===== config.mk =====
export PLATFORM = sky130hd
export DESIGN_NAME = base128_vlq_decoder_64bit_core
export DESIGN_NICKNAME = d
export VERILOG_FILES = /design/src/hdl/b128vlq_pkg.sv /design/src/hdl/b128vlq_in_stage.sv /design/src/hdl/b128vlq_step.sv /design/src/hdl/b128vlq_out_stage.sv /design/src/hdl/base128_vlq_decoder_64bit_core.sv
export SDC_FILE = /design/constraint.sdc
export NUM_CORES = 1
export LEC_CHECK = 0
export ABC_AREA = 1
export BUFFER_PORTS_ARGS = -buffer_cell sky130_fd_sc_hd__buf_4
export CAP_MARGIN = 40
export CORE_ASPECT_RATIO = 1.2
export CORE_MARGIN = 5
export CORE_UTILIZATION = 60
export CTS_CLUSTER_SIZE = 40
export DETAILED_ROUTE_END_ITERATION = 8
export PLACE_DENSITY = 0.84
export SLEW_MARGIN = 0
export SYNTH_ARGS = -nofsm -noshare
export SYNTH_HDL_FRONTEND = slang
export SYNTH_SLANG_ARGS = --single-unit
export TNS_END_PERCENT = 5

===== constraint.sdc =====
create_clock -name clk -period 6.05 [get_ports clk]
set_clock_uncertainty 0.05 [all_clocks]
set_input_delay 0.3025 -clock clk [delete_from_list [all_inputs] [get_ports clk]]
set_output_delay 0.3025 -clock clk [all_outputs]
set_load 0.05 [all_outputs]

===== src/hdl/b128vlq_pkg.sv =====
// shared types and constants for the base-128 vlq decoder
// no dependencies
package b128vlq_pkg;

  localparam int unsigned BYTE_W   = 8;
  localparam int unsigned GROUP_W  = 7;
  localparam int unsigned VALUE_W  = 64;
  localparam int unsigned COUNT_W  = 4;
  localparam int unsigned STATUS_W = 2;

  localparam logic [BYTE_W-1:0]  CONT_BYTE     = 8'h80;
  localparam logic [COUNT_W-1:0] FIRST_BYTE    = 4'd1;
  localparam logic [COUNT_W-1:0] LIMIT_BYTE    = 4'd10;
  localparam logic [VALUE_W-1:0] SAFE_LIMIT    = 64'hFFFF_FFFF_FFFF_FFFF >> GROUP_W;

  typedef enum logic [STATUS_W-1:0] {
    ST_OK    = 2'd0,
    ST_BAD   = 2'd1,
    ST_TRUNC = 2'd2
  } status_t;

  typedef struct packed {
    logic [BYTE_W-1:0] data_byte;
    logic              end_of_stream;
  } in_item_t;

  typedef struct packed {
    status_t            status;
    logic [VALUE_W-1:0] decoded_value;
    logic [COUNT_W-1:0] bytes_used;
  } result_t;

endpackage


===== src/hdl/b128vlq_in_stage.sv =====
// input register for one stream byte and its end flag
// depends on b128vlq_pkg
module b128vlq_in_stage (
  input  logic                 clk,
  input  logic                 rst_n,
  input  logic                 in_valid,
  output logic                 in_stall,
  input  b128vlq_pkg::in_item_t in_item,
  output logic                 item_valid,
  output b128vlq_pkg::in_item_t item,
  input  logic                 item_take
);
  import b128vlq_pkg::*;

  logic     valid_r, valid_nxt;
  in_item_t item_r;
  logic     accept;

  assign in_stall   = valid_r && !item_take;
  assign accept     = in_valid && !in_stall;
  assign item_valid = valid_r;
  assign item       = item_r;

  always_comb begin
    valid_nxt = valid_r;
    if (accept) begin
      valid_nxt = 1'b1;
    end else if (item_take) begin
      valid_nxt = 1'b0;
    end
  end

  always_ff @(posedge clk) begin
    if (!rst_n) begin
      valid_r <= 1'b0;
    end else begin
      valid_r <= valid_nxt;
    end
  end

  always_ff @(posedge clk) begin
    if (accept) begin
      item_r <= in_item;
    end
  end

endmodule


===== src/hdl/b128vlq_step.sv =====
// decode step: accumulator, byte count and per-byte result logic
// depends on b128vlq_pkg
module b128vlq_step (
  input  logic                  clk,
  input  logic                  rst_n,
  input  logic                  item_valid,
  input  b128vlq_pkg::in_item_t item,
  output logic                  item_take,
  input  logic                  res_ready,
  output logic                  res_push,
  output b128vlq_pkg::result_t  res
);
  import b128vlq_pkg::*;

  logic [VALUE_W-1:0] acc_r, acc_nxt;
  logic [COUNT_W-1:0] cnt_r, cnt_nxt;
  logic [COUNT_W-1:0] cnt;
  logic [VALUE_W-1:0] shifted;
  logic               cont;
  logic               bad;
  logic               has_res;

  assign cnt     = cnt_r + 4'd1;
  assign cont    = item.data_byte[BYTE_W-1];
  assign shifted = {acc_r[VALUE_W-GROUP_W-1:0], item.data_byte[GROUP_W-1:0]};

  assign bad = (cnt == FIRST_BYTE && item.data_byte == CONT_BYTE)
            || (cnt > LIMIT_BYTE)
            || (cnt == LIMIT_BYTE && acc_r > SAFE_LIMIT);

  assign has_res   = bad || !cont || item.end_of_stream;
  assign item_take = item_valid && (!has_res || res_ready);
  assign res_push  = item_take && has_res;

  always_comb begin
    res.bytes_used    = cnt;
    res.decoded_value = '0;
    if (bad) begin
      res.status = ST_BAD;
    end else if (!cont) begin
      res.status        = ST_OK;
      res.decoded_value = shifted;
    end else begin
      res.status = ST_TRUNC;
    end
  end

  always_comb begin
    acc_nxt = acc_r;
    cnt_nxt = cnt_r;
    if (item_take) begin
      if (has_res) begin
        acc_nxt = '0;
        cnt_nxt = '0;
      end else begin
        acc_nxt = shifted;
        cnt_nxt = cnt;
      end
    end
  end

  always_ff @(posedge clk) begin
    if (!rst_n) begin
      acc_r <= '0;
      cnt_r <= '0;
    end else begin
      acc_r <= acc_nxt;
      cnt_r <= cnt_nxt;
    end
  end

endmodule


===== src/hdl/b128vlq_out_stage.sv =====
// result register toward the output channel
// depends on b128vlq_pkg
module b128vlq_out_stage (
  input  logic                 clk,
  input  logic                 rst_n,
  input  logic                 res_push,
  input  b128vlq_pkg::result_t res,
  output logic                 res_ready,
  output logic                 out_valid,
  input  logic                 out_stall,
  output b128vlq_pkg::result_t out_res
);
  import b128vlq_pkg::*;

  logic    valid_r, valid_nxt;
  result_t res_r;

  assign res_ready = !valid_r || !out_stall;
  assign out_valid = valid_r;
  assign out_res   = res_r;

  always_comb begin
    valid_nxt = valid_r;
    if (res_push) begin
      valid_nxt = 1'b1;
    end else if (valid_r && !out_stall) begin
      valid_nxt = 1'b0;
    end
  end

  always_ff @(posedge clk) begin
    if (!rst_n) begin
      valid_r <= 1'b0;
    end else begin
      valid_r <= valid_nxt;
    end
  end

  always_ff @(posedge clk) begin
    if (res_push) begin
      res_r <= res;
    end
  end

endmodule


===== src/hdl/base128_vlq_decoder_64bit_core.sv =====
// base-128 vlq decoder core: one stream byte per request, 64-bit values
// path: the byte that ends a value is held in the input register, then its result in the result register
// throughput: one byte per cycle while out_stall does not hold the result register
// reset: synchronous active-low rst_n empties both registers and clears accumulator and count
// depends on b128vlq_pkg, b128vlq_in_stage, b128vlq_step, b128vlq_out_stage
module base128_vlq_decoder_64bit_core (
  input  logic                                    clk,
  input  logic                                    rst_n,
  input  logic                                    in_valid,
  output logic                                    in_stall,
  input  logic [b128vlq_pkg::BYTE_W-1:0]          in_data_byte,
  input  logic                                    in_end_of_stream,
  output logic                                    out_valid,
  input  logic                                    out_stall,
  output logic [b128vlq_pkg::STATUS_W-1:0]        out_status,
  output logic [b128vlq_pkg::VALUE_W-1:0]         out_decoded_value,
  output logic [b128vlq_pkg::COUNT_W-1:0]         out_bytes_used
);
  import b128vlq_pkg::*;

  in_item_t in_item;
  in_item_t item;
  logic     item_valid;
  logic     item_take;
  logic     res_ready;
  logic     res_push;
  result_t  res;
  result_t  out_res;

  assign in_item.data_byte     = in_data_byte;
  assign in_item.end_of_stream = in_end_of_stream;

  b128vlq_in_stage u_in (
    .clk        (clk),
    .rst_n      (rst_n),
    .in_valid   (in_valid),
    .in_stall   (in_stall),
    .in_item    (in_item),
    .item_valid (item_valid),
    .item       (item),
    .item_take  (item_take)
  );

  b128vlq_step u_step (
    .clk        (clk),
    .rst_n      (rst_n),
    .item_valid (item_valid),
    .item       (item),
    .item_take  (item_take),
    .res_ready  (res_ready),
    .res_push   (res_push),
    .res        (res)
  );

  b128vlq_out_stage u_out (
    .clk       (clk),
    .rst_n     (rst_n),
    .res_push  (res_push),
    .res       (res),
    .res_ready (res_ready),
    .out_valid (out_valid),
    .out_stall (out_stall),
    .out_res   (out_res)
  );

  assign out_status        = out_res.status;
  assign out_decoded_value = out_res.decoded_value;
  assign out_bytes_used    = out_res.bytes_used;

endmodule


Word level (Yosys, flattened, before mapping)
Cells that the tools add are included.
W data, S select, Z words.
- logic and storage cells: 44
- latch bits: 0
- memories kept: 0
- output and inout bits: 72
- bits of input ports: 13
- register bits after elaboration: 149
- memory bits (writable): 0
- memory bits (read-only): 0
- reductions and logical operators: 22
- divide/modulo/power cells: 0
- add/sub/neg operators: 1
- bitwise logic cells: 0
- $mul: 0
- shift operators: 0
- $lt $le $gt $ge: 2
- multiplexer cells: 7
- eq/ne operators: 3
- operators with widths (cell ; number):
    $gt A64 B57 Y1 const B ; 1
    $mux W64 ; 1
    $eq A8 B8 Y1 const B ; 1
    $logic_and A1 B1 Y1 ; 7
    $logic_not A1 Y1 ; 6
    $logic_or A1 B1 Y1 ; 6
    $add A4 B1 Y4 const B ; 1
    $eq A4 B1 Y1 const B ; 1
    $eq A4 B4 Y1 const B ; 1
    $gt A4 B4 Y1 const B ; 1
    $mux W1 ; 4
    $mux W4 ; 1
    $reduce_bool A2 Y1 ; 2
    $mux W2 ; 1
    $reduce_or A2 Y1 ; 1

Logic depth before layout (Yosys ltp)
Gate-level depths: netlist of run 1.
- word-level depth: 15
- depth in mapped cells: 15
- gate-level depth less buffers: 14

By module
Synthesis of run 1 repeated with hierarchy kept, for this count alone.
- cell total of the unflattened synthesis: 575
- area, all modules: 5667.9 um^2
- modules (own cells, without submodules) (module ; times used ; area each (um^2) ; cells an instance ; sequential area each (um^2)):
    b128vlq_step ; 1 ; 3203.1 ; 483 ; 1361.3
    b128vlq_out_stage ; 1 ; 2144.6 ; 75 ; 2122.0
    b128vlq_in_stage ; 1 ; 320.3 ; 17 ; 290.3

Worst setup path before layout of run 1
OpenSTA, ideal clock, no wires.
- path kind: register to register
- start: reg u_step.cnt_r[0]
- end: reg u_out.res_r, in the netlist u_out.out_res[0], enable pin
- stages on the path, launching flop included: 10
- path buffers: 0
- arrival time: 2587 ps
- library setup time: 424 ps
- clock period less this slack: 3061 ps
- required time: 5576 ps
- setup slack: 2989 ps
- cells stage by stage: dfxtp_1 inv_1 ha_1 or2_2 nand2_1 nand2_1 nand2_2 nand3_2 nand3_1 inv_1
- RTL lines (element ; RTL line ; text):
    start: declaration ; b128vlq_step.sv:16 ; logic [COUNT_W-1:0] cnt_r, cnt_nxt;
    start signal: assignment ; b128vlq_step.sv:68 ; cnt_r <= cnt_nxt;
    end signal: assignment ; b128vlq_out_stage.sv:41 ; res_r <= res;
    end: declaration ; b128vlq_out_stage.sv:16 ; result_t res_r;

==> out/metrics.yaml, run 1 <==
antenna_cells: 0
finalCritPeriodShare_pct: 48.3
clock-root-buffer: "clkbuf_8"
switchingPower_mw: 0.526
vias: 4032
drt-initial-drc-count: 243
drtPass1Iterations: 5
cp.arrival_ps: 2570
path_class: "flop to output pin"
pwr-share-clk_pct: 45.5
die_w_um: 98.0
fill_cells: 572
ys_warn_count: 0
htreeDepth: 4
ys_seq_area_share_pct: 67.7
avgSynthCellArea_um2: 9.69
swShare_pct: 23.0
clk_latency_ps: 530
ant_nets: 0
grtUsageTotal_pct: 21.9
synth_area_um2: 5570
num_rows: 38
post_cts_buffers: 0
cts_buffers: 17
layout-drive-gt1-share_pct: 19.3
p_comb_share_pct: 6.6
crit_fanout: 6
p_leak_nw: 2.59
synth.distinct_cells: 18
avgRoutedWirePerCell_um: 14.6
fin_crit_ps: 2920
cts_buffer_depth: 2
rsz0062_at_grt: "no"
slew_headroom_pct: 55.2
antenna_found_initial: 0
grt_start_max_net_pins: 69
dp.cells: 757
cts_tree: "built"
seqPwrFrac_pct: 48.0
syn_to_final_growth_pct: 25.2
grt_overflow: 0
drv_cap: 0
worstSetupEndpointType: "output pin"
gp_congestion: 0.808
fin_setup_tns_ps: 0
hpwl_mm: 7.21
io_buffers: 84
cts_resized: 0
ff_latch_area_um2: 3770
setup_viol: 0
hold_violations: 0
crit_path_start_kind: "flop"
ioPinCount: 85
internal-power_mw: 1.76
nNetsFinal: 683
finalMaxSlewViolations: 0
multi_input_area_um2: 1320
first_global_vias: 4023
clkTransAtPathRegs_ps: 60
start_util_pct: 61.4
drt_wl_total_mm: 11.6
viasPerCell: 5.04
irDropWorstVdd_v: 0.000197
route.detailed.drc: 0
synth_nets: 591
synth_seq_cells: 149
die-area_um2: 11300
p_per_area_nw_per_um2: 327
fp.coreArea_um2: 9080
fmax_ghz: 0.342
clock_sinks: 149
die_h_um: 116
status: "completed"
worst_pin_slew_ps: 672
cp.required_ps: 5700
instances_no_fill: 800
hp-class: "input port to flop"
hold_buffers: 11
grt_pass1_wl_mm: 19.3
syn_inst: 575
-- worst paths after layout --
path	depth (start not counted)	slack, ps	to	from
max	12	3130	in_stall	u_step.cnt_r[0]
min	3	140	u_out.out_valid	out_stall
max reg2reg	10	3190	u_out.out_res[37]	u_step.cnt_r[0]
min reg2reg	2	410	u_step.acc_r[63]	u_step.acc_r[63]
-- critical path, stage by stage, from the launching register on --
cell and delay (ps):
dfxtp_1 420, inv_1 110, ha_1 340, or2_2 300, nand2_1 70, nand2_1 60, nand2_2 90, nand3_2 130
nand2_2 110, inv_1 40, nand2_1 100, inv_1 70, buf_4 190
-- sequential cells by signal, summed over array words and instances (netlist names) --
register,cells
u_in.item,9
u_in.item_valid,1
u_out.out_res,70
u_out.out_valid,1
u_step.acc_r,64
u_step.cnt_r,4
-- layout make-up --
| type | instances | share of cell area, % |
|---|---|---|
| Timing Repair Buffer | 100 | 11.7 |
| Clock buffer | 17 | 5.93 |
| Tap cell | 120 | 2.15 |
| Sequential cell | 149 | 54.1 |
| Multi-Input combinational cell | 311 | 18.9 |
| Inverter | 88 | 4.73 |
| Clock inverter | 15 | 2.58 |
-- stage by stage --
step | cell area (um^2) | power, mW | util, % | hold slack [ps] | setup WS [ps]
finish | 6980 | 2.28 | 76.9 | 137 | 3130
global route | 6980 | 2.36 | 76.9 | 121 | 3020
CTS | 6980 | 2.29 | 76.9 | 109 | 3110
detailed placement | 6280 | 1.26 | 69.1 | 407 | 3280
global placement | 6220 | 1.25 | 68.4 | 398 | 3340
floorplan | 5570 | 1.22 | - | 351 | 2990
-- cells by family (layout without fill, tap and decap cells) --
logic type	count (synthesis)	after routing	share of synthesized area, %
simple gates	238	238	16.6
buf+inv	115	220	8.73
fa+ha+maj	3	3	0.673
compound gates	70	70	6.28
flops	149	149	67.7
-- layer usage --
| layer | wire, um | GRT usage [%] | up-vias | part of all wire (%) |
|---|---|---|---|---|
| met5 | 0 | 0 | - | 0 |
| met4 | 285 | 8.68 | 0 | 2.4 |
| met3 | 738 | 7.65 | 25 | 6.3 |
| met2 | 6250 | 38.4 | 145 | 54 |
| met1 | 4370 | 24.7 | 1884 | 38 |
| li1 | - | - | 1978 | - |
-- power by group through the flow --
stage / Combinational [mW] / Clock (mW) / Sequential, mW
2_1_floorplan: 0.0438 / 0 / 1.17
3_3_place_gp: 0.137 / 0 / 1.12
3_5_place_dp: 0.143 / 0 / 1.12
4_1_cts: 0.150 / 1.05 / 1.10
5_1_grt: 0.159 / 1.10 / 1.10
6_report: 0.150 / 1.04 / 1.09
-- Yosys cell counts --
master    instances  area share [%]
nand2_1         153              10
inv_1            87             5.9
edfxtp_1         79              43
nor2_1           74             5.0
dfxtp_1          70              25
a21oi_1          69             6.2
clkbuf_1         13            0.88
buf_2             8            0.72
buf_6             6             1.2
nand2_2           4            0.45
ha_1              3            0.67
nand3_1           3            0.27
clkinv_1          1           0.067
nand3_2           1            0.18
nand4_1           1            0.11
nor2_4            1            0.20
o21ai_0           1           0.090
or2_2             1            0.11
-- cells in the final DEF, fill, tap and decap left out, drive strengths merged --
cell type	n
nand2	157
ha	3
dfxtp	70
edfxtp	79
nand4	1
clkbuf	17
buf	89
o21ai	1
or2	1
clkinvlp	3
inv	91
dlygate4sd3	11
a21oi	69
nor2	75
bufinv	3
clkinv	6
nand3	4
Power figures use the tool's default switching activity.
==> run 2: changes to the inputs <==
--- a/config.mk
+++ b/config.mk
@@ -10,10 +10,10 @@
 export CAP_MARGIN = 40
 export CORE_ASPECT_RATIO = 1.2
 export CORE_MARGIN = 5
-export CORE_UTILIZATION = 60
+export CORE_UTILIZATION = 51
 export CTS_CLUSTER_SIZE = 40
 export DETAILED_ROUTE_END_ITERATION = 8
-export PLACE_DENSITY = 0.84
+export PLACE_DENSITY = 0.76
 export SLEW_MARGIN = 0
 export SYNTH_ARGS = -nofsm -noshare
 export SYNTH_HDL_FRONTEND = slang
==> constraint.sdc (replaced) <==
create_clock -name clk -period 2.6 [get_ports clk]
set_clock_uncertainty 0.05 [all_clocks]
set_input_delay 0.13 -clock clk [delete_from_list [all_inputs] [get_ports clk]]
set_output_delay 0.13 -clock clk [all_outputs]
set_load 0.05 [all_outputs]
==> out/metrics.yaml, run 2 (synthesis results as in run 1) <==
status: "completed"
drtPass1Iterations: 4
clock-root-buffer: "clkbuf_16"
die_h_um: 125
slowest_delay_ps: 380
swShare_pct: 22.1
cts_resized: 0
grt_overflow: 0
syn_to_final_growth_pct: 26.6
clk_latency_ps: 410
drt-initial-drc-count: 205
htreeDepth: 4
avgRoutedWirePerCell_um: 13.8
finalMaxSlewViolations: 0
cp.arrival_ps: 2090
layout-drive-gt1-share_pct: 19.9
largest_register_ff_count: 70
crit_path_start_kind: "flop"
path_class: "flop to output pin"
num_rows: 41
clkTransAtPathRegs_ps: 50
p_per_area_nw_per_um2: 769
grt_start_max_net_pins: 71
dpl_cell_area_um2: 6330
cts_buffers: 17
power_mw: 5.43
cp.required_ps: 2420
fin_setup_tns_ps: 0
utilization_pct: 66.5
cts_tree: "built"
drv_cap: 0
seqPwrFrac_pct: 46.9
vias: 3972
hold_violations: 0
die_w_um: 105
gp_congestion: 0.777
start_util_pct: 52.5
crit_chain: "inv_2 -> ha_4 -> or2_4 -> nand2_1 -> nand2_1 -> nand2_2 -> nand3_4 -> nand2_2 -> inv_1 -> nand2_1 -> inv_1 -> buf_4"
setup_viol: 0
nNetsFinal: 685
finalCritPeriodShare_pct: 87.4
irDropWorstVdd_v: 0.000426
fin_crit_ps: 2270
mostFrequentLayoutCell: "nand2_1"
io_buffers: 84
rsz0062_at_grt: "no"
ant_nets: 0
fin_ws_ps: 327
first_global_vias: 3923
grt_pass1_wl_mm: 18.7
cts_buffer_depth: 2
place_ws_ps: 464
worstSetupEndpointType: "output pin"
critPathTopFamily: "simple AND/OR/NAND/NOR gates"
fp.coreArea_um2: 10600
switchingPower_mw: 1.20
final_cell_mix: "152 x nand2_1, 89 x buf_4, 84 x inv_1"
fill_cells: 793
antenna_cells: 0
pwr-share-clk_pct: 46.6
p_leak_nw: 2.60
grtUsageTotal_pct: 18.0
hpwl_mm: 6.67
viasPerCell: 4.90
cp_num_buf_inv: 4
stdcell_area_um2: 7060
fmax_ghz: 0.440
drt_wl_total_mm: 11.2
worst_pin_slew_ps: 697
crit_fanout: 6
cpMaxStageDelayCell: "dfxtp_2"
hp-class: "input port to flop"
die-area_um2: 13100
internal-power_mw: 4.23
antenna_found_initial: 0
critPathMostFrequentCell: "nand2_1"
slew_headroom_pct: 53.5
p_comb_share_pct: 6.5
ioPinCount: 85
clock_sinks: 149
route.detailed.drc: 0
==> run 2: timing repair <==
| action | CTS | global route |
|---|---|---|
| hold endpoints to repair | 11 | 0 |
| hold buffers | 11 | 0 |
| buffers inserted | 0 | 0 |
==> run 2: cell type report <==
cell class              count  area, um^2  share of cell area [%]
flip-flops and latches    149        3780                    53.5
multi-input cells         311        1350                    19.1
repair buffers            102         818                    11.6
clock buffers              19         433                    6.13
inverters                  88         334                    4.73
clock inverters            13         184                    2.61
well taps                 129         161                    2.29
==> run 2: per-layer routing <==
layer	wire length (um)	GRT usage (%)	vias up
li1	-	-	1984
met3	700	6.12	23
met4	251	7.88	0
met1	4500	21.2	1829
met5	0	0	-
met2	5720	29.8	136
==> run 2: worst min-delay path, stage by stage <==
cell	delay [ps]
buf_4	110
nand2_1	180
a21oi_1	130
==> run 2: path summary, 6_finish.rpt <==
path / start / to / slack, ps / depth (start not counted)
worst max-delay path: u_step.cnt_r[0] / in_stall / 330 / 12
worst min register to register: u_step.acc_r[63] / u_step.acc_r[63] / 410 / 2
worst min-delay path: out_stall / u_out.out_valid / 150 / 3
worst max register to register: u_step.cnt_r[0] / u_out.out_res[39] / 460 / 12
==> run 2: power groups by stage <==
stage	combinational, mW	clock (mW)	sequential, mW
after floorplan	0.106	0	2.73
after global placement	0.335	0	2.60
after detailed placement	0.339	0	2.60
after global routing	0.372	2.69	2.55
final	0.351	2.53	2.55
after CTS	0.354	2.56	2.55
==> run 2: metrics by stage <==
stage,hold WS (ps),std cells
2_1_floorplan,179,575
3_3_place_gp,259,768
3_5_place_dp,259,768
4_1_cts,147,811
5_1_grt,148,811
6_report,150,811
